`config.mk`:
```
export PLATFORM = sky130hd
export DESIGN_NAME = digram_square_cipher
export DESIGN_NICKNAME = d
export VERILOG_FILES = /design/src/design/dsc_pkg.sv /design/src/design/digram_square_cipher.sv /design/src/design/dsc_square.sv /design/src/design/dsc_lane.sv /design/src/design/dsc_merge.sv
export SDC_FILE = /design/constraint.sdc
export NUM_CORES = 1
export LEC_CHECK = 0
export BUFFER_PORTS_ARGS = -buffer_cell sky130_fd_sc_hd__buf_2
export CELL_PAD_IN_SITES_DETAIL_PLACEMENT = 1
export CELL_PAD_IN_SITES_GLOBAL_PLACEMENT = 1
export CORE_MARGIN = 2
export CORE_UTILIZATION = 54
export CTS_BUF_LIST = sky130_fd_sc_hd__clkbuf_16
export CTS_CLUSTER_DIAMETER = 60
export CTS_CLUSTER_SIZE = 20
export DETAILED_ROUTE_END_ITERATION = 8
export HOLD_SLACK_MARGIN = 0.12
export PLACE_DENSITY = 0.78
export SLEW_MARGIN = 20
export SYNTH_ARGS = -nofsm -noshare
export SYNTH_HDL_FRONTEND = slang
export SYNTH_SLANG_ARGS = --single-unit
```
`constraint.sdc`:
```
create_clock -name clk_i -period 7.6 [get_ports clk_i]
set_input_delay 0.38 -clock clk_i [delete_from_list [all_inputs] [get_ports clk_i]]
set_output_delay 0.38 -clock clk_i [all_outputs]
set_load 0.03 [all_outputs]
```
`src/design/dsc_pkg.sv`:
```
// ----------------------------------------------------------------------------
// dsc_pkg: shared types and helpers for the digram square cipher
// Letter codes are a..z without j (0..24); cells are numbered row*5+column.
// ----------------------------------------------------------------------------
package dsc_pkg;

  localparam int unsigned SIDE  = 5;
  localparam int unsigned CELLS = SIDE * SIDE;
  localparam int unsigned CW    = $clog2(CELLS);  // cell / letter code width
  localparam int unsigned RW    = $clog2(SIDE);   // row / column width

  // Cipher modes
  localparam logic [1:0] MODE_TWO_DEC  = 2'd0;
  localparam logic [1:0] MODE_FOUR_DEC = 2'd1;
  localparam logic [1:0] MODE_FOUR_ENC = 2'd2;

  // Input request kinds (tuser)
  localparam logic CMD_LOAD   = 1'b0;
  localparam logic CMD_DIGRAM = 1'b1;

  localparam logic [CW-1:0] LAST_CODE = CW'(CELLS - 1);

  // One cell write into a keyed square
  typedef struct packed {
    logic          en;
    logic          blank;
    logic [CW-1:0] pos;
    logic [CW-1:0] letter;
  } cell_wr_t;

  // Inverse map entry: where a letter sits
  typedef struct packed {
    logic          placed;
    logic [CW-1:0] pos;
  } inv_ent_t;

  // Cell entry: which letter a cell holds
  typedef struct packed {
    logic          occ;
    logic [CW-1:0] letter;
  } cell_ent_t;

  // What one lane found for its letter
  typedef struct packed {
    logic          found;
    logic [RW-1:0] row;
    logic [RW-1:0] col;
  } lane_res_t;

  // Pair result handed to the output register
  typedef struct packed {
    logic          v2;
    logic          v1;
    logic [CW-1:0] o2;
    logic [CW-1:0] o1;
  } pair_res_t;

  // cell / 5 for cell < 25, as (cell*13) >> 6
  function automatic logic [RW-1:0] cell_row(input logic [CW-1:0] c);
    logic [8:0] p;
    p = {4'b0, c} * 9'd13;
    return p[8:6];
  endfunction

  // cell % 5
  function automatic logic [RW-1:0] cell_col(input logic [CW-1:0] c);
    logic [CW-1:0] r;
    logic [CW-1:0] d;
    r = {2'b0, cell_row(c)};
    d = c - ((r << 2) + r);
    return d[RW-1:0];
  endfunction

  // row*5 + column
  function automatic logic [CW-1:0] cell_index(input logic [RW-1:0] r,
                                               input logic [RW-1:0] c);
    logic [CW-1:0] rr;
    rr = {2'b0, r};
    return (rr << 2) + rr + {2'b0, c};
  endfunction

endpackage

```
`src/design/digram_square_cipher.sv`:
```
// ----------------------------------------------------------------------------
// digram_square_cipher: two-square / four-square digram cipher core
//
// Channel  Dir  Handshake              Payload
// s_axis   in   tvalid/tready          tuser: command; tdata: load and digram fields
// m_axis   out  tvalid/tready          tdata: letters; tuser: valid flags
// cfg      in   cfg_valid_i/cfg_ready_o  cfg_data_i: mode
//
// Flow: one request per cycle while s_axis_tready is high. A digram is
//   located by two lanes in the cycle it is accepted (inverse maps, or the
//   plain square in four-square encipher), crossed and read out of the keyed
//   squares in the next, and shows on m_axis from the output register.
// Loads write the squares at their accepting edge and return nothing.
// Reset: all cells empty, all letters unplaced, mode two-square decipher.
// Stalls: the output register holds a finished pair while the lane stage
//   keeps one more; s_axis stalls only when both are full and m_axis stalls.
// ----------------------------------------------------------------------------
module digram_square_cipher (
  input  logic        clk_i,
  input  logic        rst_ni,
  // [0] square_select, [5:1] cell_position, [10:6] cell_letter,
  // [11] cell_blank, [16:12] first_letter, [21:17] second_letter, [23:22] zero
  input  logic [23:0] s_axis_tdata,
  input  logic        s_axis_tuser,    // [0] command
  input  logic        s_axis_tvalid,
  output logic        s_axis_tready,
  // [4:0] out_first, [9:5] out_second, [15:10] zero
  output logic [15:0] m_axis_tdata,
  output logic [1:0]  m_axis_tuser,    // [0] first_valid, [1] second_valid
  output logic        m_axis_tvalid,
  input  logic        m_axis_tready,
  input  logic        cfg_valid_i,
  output logic        cfg_ready_o,
  input  logic [1:0]  cfg_data_i       // mode
);
  import dsc_pkg::*;

  // request fields
  logic          square_select;
  logic [CW-1:0] cell_position;
  logic [CW-1:0] cell_letter;
  logic          cell_blank;
  logic [CW-1:0] first_letter;
  logic [CW-1:0] second_letter;

  assign square_select = s_axis_tdata[0];
  assign cell_position = s_axis_tdata[5:1];
  assign cell_letter   = s_axis_tdata[10:6];
  assign cell_blank    = s_axis_tdata[11];
  assign first_letter  = s_axis_tdata[16:12];
  assign second_letter = s_axis_tdata[21:17];

  // mode register
  logic [1:0] mode_q;
  assign cfg_ready_o = 1'b1;

  always_ff @(posedge clk_i or negedge rst_ni) begin
    if (!rst_ni) begin
      mode_q <= MODE_TWO_DEC;
    end else if (cfg_valid_i) begin
      mode_q <= cfg_data_i;
    end
  end

  // pipeline control
  logic       s1_valid_q, s1_valid_d;
  logic [1:0] s1_mode_q;
  logic       out_valid_q, out_valid_d;
  logic       s1_adv;
  logic       in_acc;
  logic       dig_acc;
  logic       load_acc;

  // stage 1 can move on when the output register is free or being drained
  assign s1_adv        = !out_valid_q || m_axis_tready;
  // loads also wait for a stalled digram so it still reads the old squares
  assign s_axis_tready = !s1_valid_q || s1_adv;
  assign in_acc        = s_axis_tvalid && s_axis_tready;
  assign dig_acc       = in_acc && (s_axis_tuser == CMD_DIGRAM);
  assign load_acc      = in_acc && (s_axis_tuser == CMD_LOAD);

  // square writes
  cell_wr_t wr0, wr1;
  always_comb begin
    wr0.en     = load_acc && !square_select && (cell_position <= LAST_CODE);
    wr0.blank  = cell_blank;
    wr0.pos    = cell_position;
    wr0.letter = cell_letter;
    wr1        = wr0;
    wr1.en     = load_acc && square_select && (cell_position <= LAST_CODE);
  end

  // inverse map lookups: two-square decipher finds the first letter in
  // square two and the second in square one, four-square the other way
  logic [CW-1:0] inv0_addr, inv1_addr;
  inv_ent_t      inv0, inv1;
  assign inv0_addr = (mode_q == MODE_TWO_DEC) ? second_letter : first_letter;
  assign inv1_addr = (mode_q == MODE_TWO_DEC) ? first_letter  : second_letter;

  logic [CW-1:0] addr1, addr2;
  cell_ent_t     cell1, cell2;

  dsc_square u_square_one (
    .clk_i       (clk_i),
    .rst_ni      (rst_ni),
    .wr_i        (wr0),
    .inv_addr_i  (inv0_addr),
    .inv_o       (inv0),
    .cell_addr_i (addr1),
    .cell_o      (cell1)
  );

  dsc_square u_square_two (
    .clk_i       (clk_i),
    .rst_ni      (rst_ni),
    .wr_i        (wr1),
    .inv_addr_i  (inv1_addr),
    .inv_o       (inv1),
    .cell_addr_i (addr2),
    .cell_o      (cell2)
  );

  // lanes: one per digram letter
  lane_res_t lane0, lane1;

  dsc_lane u_lane_first (
    .clk_i      (clk_i),
    .rst_ni     (rst_ni),
    .load_i     (dig_acc),
    .mode_i     (mode_q),
    .letter_i   (first_letter),
    .ent_two_i  (inv1),
    .ent_four_i (inv0),
    .res_o      (lane0)
  );

  dsc_lane u_lane_second (
    .clk_i      (clk_i),
    .rst_ni     (rst_ni),
    .load_i     (dig_acc),
    .mode_i     (mode_q),
    .letter_i   (second_letter),
    .ent_two_i  (inv0),
    .ent_four_i (inv1),
    .res_o      (lane1)
  );

  always_comb begin
    s1_valid_d = s1_valid_q;
    if (dig_acc) begin
      s1_valid_d = 1'b1;
    end else if (s1_adv) begin
      s1_valid_d = 1'b0;
    end
  end

  always_ff @(posedge clk_i or negedge rst_ni) begin
    if (!rst_ni) begin
      s1_valid_q <= 1'b0;
    end else begin
      s1_valid_q <= s1_valid_d;
    end
  end

  always_ff @(posedge clk_i) begin
    if (dig_acc) begin
      s1_mode_q <= mode_q;
    end
  end

  // merge: cross rows and columns, read the keyed cells
  pair_res_t pair_d, pair_q;

  dsc_merge u_merge (
    .mode_i  (s1_mode_q),
    .lane0_i (lane0),
    .lane1_i (lane1),
    .addr1_o (addr1),
    .addr2_o (addr2),
    .cell1_i (cell1),
    .cell2_i (cell2),
    .res_o   (pair_d)
  );

  // output register
  always_comb begin
    out_valid_d = out_valid_q;
    if (s1_valid_q && s1_adv) begin
      out_valid_d = 1'b1;
    end else if (m_axis_tready) begin
      out_valid_d = 1'b0;
    end
  end

  always_ff @(posedge clk_i or negedge rst_ni) begin
    if (!rst_ni) begin
      out_valid_q <= 1'b0;
    end else begin
      out_valid_q <= out_valid_d;
    end
  end

  always_ff @(posedge clk_i) begin
    if (s1_valid_q && s1_adv) begin
      pair_q <= pair_d;
    end
  end

  assign m_axis_tvalid = out_valid_q;
  assign m_axis_tdata  = {6'b0, pair_q.o2, pair_q.o1};
  assign m_axis_tuser  = {pair_q.v2, pair_q.v1};

  // ------------------------------------------------------------------------
  // checks
  // ------------------------------------------------------------------------

  // a digram held in stage 1 behind a stalled output blocks new requests
  assert property (@(posedge clk_i) disable iff (!rst_ni)
    s1_valid_q && out_valid_q && !m_axis_tready |-> !s_axis_tready)
    else $error("request taken while stage 1 is blocked");

  // four-square decipher with both letters placed always gives two letters
  assert property (@(posedge clk_i) disable iff (!rst_ni)
    s1_valid_q && s1_adv && (s1_mode_q == MODE_FOUR_DEC) && lane0.found && lane1.found
    |=> m_axis_tvalid && (m_axis_tuser == 2'b11))
    else $error("four-square decipher pair not valid");

  // a blank first output carries a zero letter
  assert property (@(posedge clk_i) disable iff (!rst_ni)
    m_axis_tvalid && !m_axis_tuser[0] |-> (m_axis_tdata[4:0] == '0))
    else $error("blank first letter not zero");

  // a digram accepted into an empty pipe reaches the output through the lane and output registers
  assert property (@(posedge clk_i) disable iff (!rst_ni)
    dig_acc && !s1_valid_q && !out_valid_q |=> ##1 m_axis_tvalid)
    else $error("digram result missing");

endmodule

```
`src/design/dsc_square.sv`:
```
// ----------------------------------------------------------------------------
// dsc_square: one keyed 5x5 square with its letter-to-cell inverse map
// Cell writes land at the edge; both read ports are combinational.
// ----------------------------------------------------------------------------
module dsc_square (
  input  logic                      clk_i,
  input  logic                      rst_ni,
  input  dsc_pkg::cell_wr_t         wr_i,
  input  logic [dsc_pkg::CW-1:0]    inv_addr_i,
  output dsc_pkg::inv_ent_t         inv_o,
  input  logic [dsc_pkg::CW-1:0]    cell_addr_i,
  output dsc_pkg::cell_ent_t        cell_o
);
  import dsc_pkg::*;

  logic [CELLS-1:0] occ_q;
  logic [CW-1:0]    let_q [CELLS];
  logic [CELLS-1:0] placed_q;
  logic [CW-1:0]    pos_q [CELLS];

  logic set_cell;
  assign set_cell = wr_i.en && !wr_i.blank && (wr_i.letter <= LAST_CODE);

  // occupancy / placed flags are cleared by reset
  always_ff @(posedge clk_i or negedge rst_ni) begin
    if (!rst_ni) begin
      occ_q    <= '0;
      placed_q <= '0;
    end else if (wr_i.en) begin
      if (wr_i.blank) begin
        occ_q[wr_i.pos] <= 1'b0;
      end else if (set_cell) begin
        occ_q[wr_i.pos]       <= 1'b1;
        placed_q[wr_i.letter] <= 1'b1;
      end
    end
  end

  always_ff @(posedge clk_i) begin
    if (set_cell) begin
      let_q[wr_i.pos]    <= wr_i.letter;
      pos_q[wr_i.letter] <= wr_i.pos;
    end
  end

  always_comb begin
    inv_o = '0;
    if (inv_addr_i <= LAST_CODE) begin
      inv_o.placed = placed_q[inv_addr_i];
      inv_o.pos    = pos_q[inv_addr_i];
    end
  end

  always_comb begin
    cell_o = '0;
    if (cell_addr_i <= LAST_CODE) begin
      cell_o.occ    = occ_q[cell_addr_i];
      cell_o.letter = let_q[cell_addr_i];
    end
  end

endmodule

```
`src/design/dsc_lane.sv`:
```
// ----------------------------------------------------------------------------
// dsc_lane: locates one digram letter and registers its row and column
// Two-square and four-square decipher use the keyed inverse maps, four-square
// encipher uses the fixed plain square.
// ----------------------------------------------------------------------------
module dsc_lane (
  input  logic                      clk_i,
  input  logic                      rst_ni,
  input  logic                      load_i,
  input  logic [1:0]                mode_i,
  input  logic [dsc_pkg::CW-1:0]    letter_i,
  input  dsc_pkg::inv_ent_t         ent_two_i,   // entry used in two-square decipher
  input  dsc_pkg::inv_ent_t         ent_four_i,  // entry used in four-square decipher
  output dsc_pkg::lane_res_t        res_o
);
  import dsc_pkg::*;

  logic          found;
  logic [CW-1:0] cell_idx;
  lane_res_t     res_d;
  logic          found_q;
  logic [RW-1:0] row_q;
  logic [RW-1:0] col_q;

  always_comb begin
    found    = 1'b0;
    cell_idx = '0;
    case (mode_i)
      MODE_TWO_DEC: begin
        found    = ent_two_i.placed && (ent_two_i.pos <= LAST_CODE);
        cell_idx = ent_two_i.pos;
      end
      MODE_FOUR_DEC: begin
        found    = ent_four_i.placed && (ent_four_i.pos <= LAST_CODE);
        cell_idx = ent_four_i.pos;
      end
      MODE_FOUR_ENC: begin
        found    = letter_i <= LAST_CODE;
        cell_idx = letter_i;
      end
      default: begin
        found    = 1'b0;
        cell_idx = '0;
      end
    endcase
    res_d.found = found;
    res_d.row   = cell_row(cell_idx);
    res_d.col   = cell_col(cell_idx);
  end

  always_ff @(posedge clk_i or negedge rst_ni) begin
    if (!rst_ni) begin
      found_q <= 1'b0;
    end else if (load_i) begin
      found_q <= res_d.found;
    end
  end

  always_ff @(posedge clk_i) begin
    if (load_i) begin
      row_q <= res_d.row;
      col_q <= res_d.col;
    end
  end

  assign res_o = {found_q, row_q, col_q};

endmodule

```
`src/design/dsc_merge.sv`:
```
// ----------------------------------------------------------------------------
// dsc_merge: crosses the lanes' rows and columns into the output pair
// First output takes lane 0's row and lane 1's column, second the reverse.
// ----------------------------------------------------------------------------
module dsc_merge (
  input  logic [1:0]                mode_i,
  input  dsc_pkg::lane_res_t        lane0_i,
  input  dsc_pkg::lane_res_t        lane1_i,
  output logic [dsc_pkg::CW-1:0]    addr1_o,   // cell read in square one
  output logic [dsc_pkg::CW-1:0]    addr2_o,   // cell read in square two
  input  dsc_pkg::cell_ent_t        cell1_i,
  input  dsc_pkg::cell_ent_t        cell2_i,
  output dsc_pkg::pair_res_t        res_o
);
  import dsc_pkg::*;

  logic found;

  assign found   = lane0_i.found && lane1_i.found;
  assign addr1_o = cell_index(lane0_i.row, lane1_i.col);
  assign addr2_o = cell_index(lane1_i.row, lane0_i.col);

  always_comb begin
    res_o = '0;
    if (found) begin
      case (mode_i)
        MODE_FOUR_DEC: begin
          res_o.v1 = 1'b1;
          res_o.o1 = addr1_o;
          res_o.v2 = 1'b1;
          res_o.o2 = addr2_o;
        end
        MODE_TWO_DEC, MODE_FOUR_ENC: begin
          res_o.v1 = cell1_i.occ;
          res_o.o1 = cell1_i.occ ? cell1_i.letter : '0;
          res_o.v2 = cell2_i.occ;
          res_o.o2 = cell2_i.occ ? cell2_i.letter : '0;
        end
        default: begin
          res_o = '0;
        end
      endcase
    end
  end

endmodule

```
======== After elaboration in Yosys (flattened, before gate mapping) ========
Memories as Yosys holds them, arrays and structs flattened.
Index checks and enable logic that the tools add are counted.
W data, S select, Z words.
operators by class
  reductions and logical operators ........ 34
  equal/unequal tests ..................... 4
  magnitude comparators ................... 18
  multiplexer cells ....................... 37
  add/subtract/negate cells ............... 8
  multipliers ............................. 2
  bitwise logic cells ..................... 9
operators with widths
  operator               count
  $mux W25               4
  $or A25 B25 Y25        4
  $and A25 B25 Y25       2
  $le A5 B5 Y1 const B   10
  $lt A5 B6 Y1 const B   6
  $pmux W5 S3            2
  $not A25 Y25           1
  $mux W6                4
  $pmux W12 S2           1
  $add A5 B3 Y5          4
  $bmux W1 S5            4
  $mux W5                4
  $mul A5 B4 Y9 const B  2
  $logic_and A1 B1 Y1    17
  $mux W1                14
  $demux W1 S5           2
  $ge A5 B1 Y1 const B   2
  $reduce_bool A2 Y1     4
  $add A3 B3 Y3          2
  $pmux W1 S3            2
  $reduce_and A3 Y1      2
  $sub A3 B3 Y3          2
  $eq A2 B1 Y1 const B   2
  $eq A2 B2 Y1 const B   2
  other kinds (6)        13
storage, ports and cells
  register bits ........................... 132
  bits of input ports ..................... 32
  word-level logic and storage cells ...... 134
  output and inout bits ................... 21
  RAM bits ................................ 500
  memories kept ........................... 4
memory list
  name                depth  width  rd ports  clocked after memory_dff  write ports  RTL line          text
  u_square_one.let_q  25     5      1         0                         1            dsc_square.sv:17  logic [CW-1:0] let_q [CELLS];
  u_square_one.pos_q  25     5      1         0                         1            dsc_square.sv:19  logic [CW-1:0] pos_q [CELLS];
  u_square_two.let_q  25     5      1         0                         1            dsc_square.sv:17
  u_square_two.pos_q  25     5      1         0                         1            dsc_square.sv:19

======== Longest topological paths before layout ========
  depth after elaboration ................. 11
  depth in mapped cells ................... 29
  depth with buffers taken out ............ 25

======== Modules after synthesis ========
Synthesis repeated with hierarchy kept, for this count alone.
second synthesis, totals
  cell total of the unflattened synthesis .. 1618
  area, all modules ....................... 27284.9 µm²
modules (own cells, without submodules)
  module                      times used  seq. area each (µm²)  cells an instance  area each (µm²)
  dsc_square at u_square_one  1           8758.4                682                12276.8
  dsc_square at u_square_two  1           8758.4                664                12116.6
  digram_square_cipher        1           520.5                 52                 807.0
  dsc_lane at u_lane_second   1           205.2                 77                 798.3
  dsc_lane at u_lane_first    1           205.2                 75                 774.5
  dsc_merge                   1           0.0                   68                 511.7

======== Worst setup path before layout ========
No wires, ideal clock.
  path kind ............................... flip-flop to flip-flop
  start point ............................. reg mode_q[0]
  end point ............................... reg u_lane_first.col_q[2], data pin
  arrival ................................. 5.562 ns
  path buffers ............................ 4
  stages on the path, launching flop included .. 30
  slack ................................... 1.780 ns
  library setup time ...................... 0.258 ns
  cell sequence ........................... dfrtp_1 -> buf_6 -> nor2_8 -> buf_6 -> mux2i_1 -> buf_2 -> buf_2 -> mux2i_1 -> nand2_1 -> o21ai_0 -> o211ai_1 -> a21oi_1 -> nor3_1 -> a21oi_1 -> o21ai_0 -> ha_1 -> inv_1 -> fa_1 -> inv_1 -> ha_1 -> nand4_1 -> o22ai_1 -> a21oi_1 -> xnor2_1 -> ha_1 -> inv_1 -> fa_1 -> xnor2_1 -> xnor2_1 -> xnor2_1
RTL lines
  element                   RTL line                    text
  start: declaration        digram_square_cipher.sv:54  logic [1:0] mode_q;
  start signal: assignment  digram_square_cipher.sv:61  mode_q <= cfg_data_i;
  end signal: assignment    dsc_lane.sv:62              col_q <= res_d.col;
  end: declaration          dsc_lane.sv:23              logic [RW-1:0] col_q;

==> flow_summary.json <==
{
  "rsz0062_at_grt": "no",
  "preCtsSetupSlack_ps": 728.6,
  "critPathBufInv": 3,
  "use_met3_pct": 4.079,
  "num_rows": 82,
  "vdd_drop_max_v": 0.0002552,
  "critPathLaunchType": "flip-flop",
  "power_per_cell_area_nw_per_um2": 314.6,
  "fin_tns_setup_ps": 0,
  "grtUsageMet1_pct": 34.25,
  "hp-class": "in -> reg",
  "status": "complete, no violations",
  "cts.repair.resized": 0,
  "finalClockSkew_ps": 18.07,
  "final_cells": 2504,
  "slowest_stage": "dfrtp_1",
  "p_leak_nw": 10.45,
  "slew_headroom_pct": 26.46,
  "antenna_found_initial": 4,
  "synth_flop_cell": "edfxtp_1",
  "die-area_um2": 52420,
  "setup_violations": 0,
  "cts_buffer_depth": 3,
  "wire_per_inst_um": 26.99,
  "vias": 15594,
  "grt.overflow.total": 0,
  "synthCells": 1749,
  "coreArea_um2": 50070,
  "final_cell_mix": "edfxtp_1, nor2_1, o21ai_0, mux4_2, dfrtp_1",
  "via_per_inst": 6.228,
  "cts.clk_slew.worst_paths_ps": 80,
  "synth_edf_count": 526,
  "finalMaxSlewViolations": 0,
  "fin_crit_ps": 6996,
  "portBuffers": 43,
  "r2r_start": "mode_q[0]",
  "hold_viol_final": 0,
  "cp_top_family": "compound AO/OA/AOI/OAI gates",
  "firstDrtPassIters": 5,
  "startpoint": "mode_q[0]",
  "grt_util_met2_pct": 45.15,
  "synthArstFlopShare_pct": 16.77,
  "cpPeakStageDelay_ps": 580,
  "die_h_um": 229.0,
  "synth-seq-cells": 632,
  "cts_sinks": 632,
  "crit_type": "reg -> reg",
  "cts_buffers": 47,
  "yosysWarnings": 0,
  "clk-insertion-delay-late_ps": 610,
  "cts_max_level": 2,
  "ant_nets": 0,
  "top_usage_layer": "met2",
  "fin_ws_ps": 604.5,
  "cap_violations": 0,
  "drive_gt1_share_pct": 20.80,
  "grt_pass1_vias": 16730,
  "avgSynthCellArea_um2": 15.62,
  "drtIter0Drc": 1145,
  "grt_pass1_wl_um": 103400,
  "num_io_pins": 53,
  "drc_errors": 0,
  "tritoncts": "built",
  "worstMarginPinSlew_ps": 1099,
  "layout_commonest_cell": "edfxtp_1",
  "diodes": 0,
  "hold_slack_ps": 210.5,
  "grt_max_degree": 66,
  "grt_usage_pct": 26.33,
  "ys_types": 84,
  "fin_nets": 1870,
  "hpwlAfterDp_um": 44650,
  "root_buffer": "clkbuf_16",
  "yosysSeqAreaShare_pct": 67.51,
  "clock.fmax_ghz": 0.1429,
  "syn_area_um2": 27320,
  "wl_um": 67590,
  "fin_crit_sh_pct": 92.05,
  "initial_core_util_pct": 54.58,
  "cp.arrival_ps": 7350,
  "die_width_um": 229.0,
  "dp.cells": 2412,
  "cp_max_fo": 26,
  "min_from": "s_axis_tdata[5]",
  "endpoint_kind": "flip-flop",
  "crit_required_ps": 7950,
  "place_congestion": 0.8539,
  "area_growth_pct": 9.355
}
[worst register-to-register path, cell delays in order, from the launching register on]
cell	delay, ps
dfrtp_1	580
nor2_8	310
buf_4	350
mux2_4	500
mux4_2	420
and2_1	180
a211oi_1	240
a31oi_1	90
o21ai_0	340
nand2b_1	170
nand2_1	60
o21ai_0	300
inv_1	150
ha_1	320
ha_1	310
ha_1	320
nand4_1	100
o22ai_1	460
a21oi_1	220
xnor2_1	240
ha_1	200
inv_1	50
fa_1	370
xnor2_1	190
xnor2_1	100
xnor2_1	150
[layer usage]
layer  part of all wire [%]  wire length (um)
met1                     40             27100
met2                     51             34550
met3                    5.1              3431
met4                    3.6              2458
met5                  0.059                40
[registers in the layout, summed over array words and instances (netlist names), named ones only]
name / count
u_square_one.let_q: 125
u_square_one.pos_q: 125
u_square_two.let_q: 125
u_square_two.pos_q: 125
u_square_one.placed_q: 25
u_square_two.placed_q: 25
m_axis_tdata: 10
u_lane_first.col_q: 3
u_lane_first.row_q: 3
u_lane_second.col_q: 3
u_lane_second.row_q: 3
m_axis_tuser: 2
mode_q: 2
s1_mode_q: 2
m_axis_tvalid: 1
s1_valid_q: 1
u_lane_first.found_q: 1
u_lane_second.found_q: 1
[cell families after synthesis]
family                     Yosys count  synth area share (%)
muxes                              198                 13.02
adders and majority gates           44                 2.235
other                                2               0.02748
and+or+nand+nor                    430                 7.633
AOI/OAI and AO/OA                  299                 6.823
xor gates and xnor gates            16                0.5678
buffers and inverters              128                 2.180
DFF                                632                 67.51
[synthesized netlist by cell type (all sizes together), types with 11 or more instances]
master    n  area [um2]
a211oi   29       217.7
a21oi    45       225.2
a31oi    12       75.07
buf      44       277.8
clkbuf   53       201.4
dfrtp   106        2653
edfxtp  526       15800
ha       36       450.4
inv      31       116.4
mux2     21       244.0
mux2i    55       566.8
mux4    122        2748
nand2    89       339.1
nand2b   12       75.07
nand3    48       240.2
nor2    157       608.1
nor2b    11       68.82
o211ai   11       82.58
o21ai   146       738.2
or2      51       319.1
xnor2    12       112.6
[report_power, final]
part | switching [W] | total [W] | internal (W)
clock network | 0.00129 | 0.00255 | 0.00126
registers | 0.0000389 | 0.00389 | 0.00385
logic | 0.00162 | 0.00296 | 0.00134
total | 0.00296 | 0.00940 | 0.00644
[metrics by stage]
stage               utilization, %  power [W]  area, um2
floorplan                        -   0.006135      27340
global placement             56.48   0.006827      28280
detailed placement           56.48   0.006933      28280
CTS                          59.68   0.009467      29880
global route                 59.68   0.009803      29880
finish                       59.68   0.009400      29880
[repair_timing]
item / CTS / global route
hold buffers: 5 / 0
endpoints found under the hold margin: 45 / 0
buffers inserted: 0 / 0
[layout make-up]
cell class              count  area [um2]
multi-input cells         994        8343
inverters                  31       116.4
clock buffers              49        1226
flip-flops and latches    632       18450
repair buffers             88       580.6
clock inverters            38       326.6
fillers                  4630       20190
well taps                 672       840.8
[path summary, 6_finish.rpt]
kind                                        endpoint  slack, ps  cells past startpoint
min in group asynchronous   u_square_two.placed_q[0]        360                      2
min                        u_square_two.pos_q[11][4]        210                      1
min reg2reg                 u_square_one.placed_q[5]        470                      1
max reg2reg                    u_lane_first.col_q[2]        600                     25
max                            u_lane_first.col_q[2]        600                     25
max in group asynchronous                  async pin       5830                      3
Note: power is estimated with default switching activity, not from simulation.
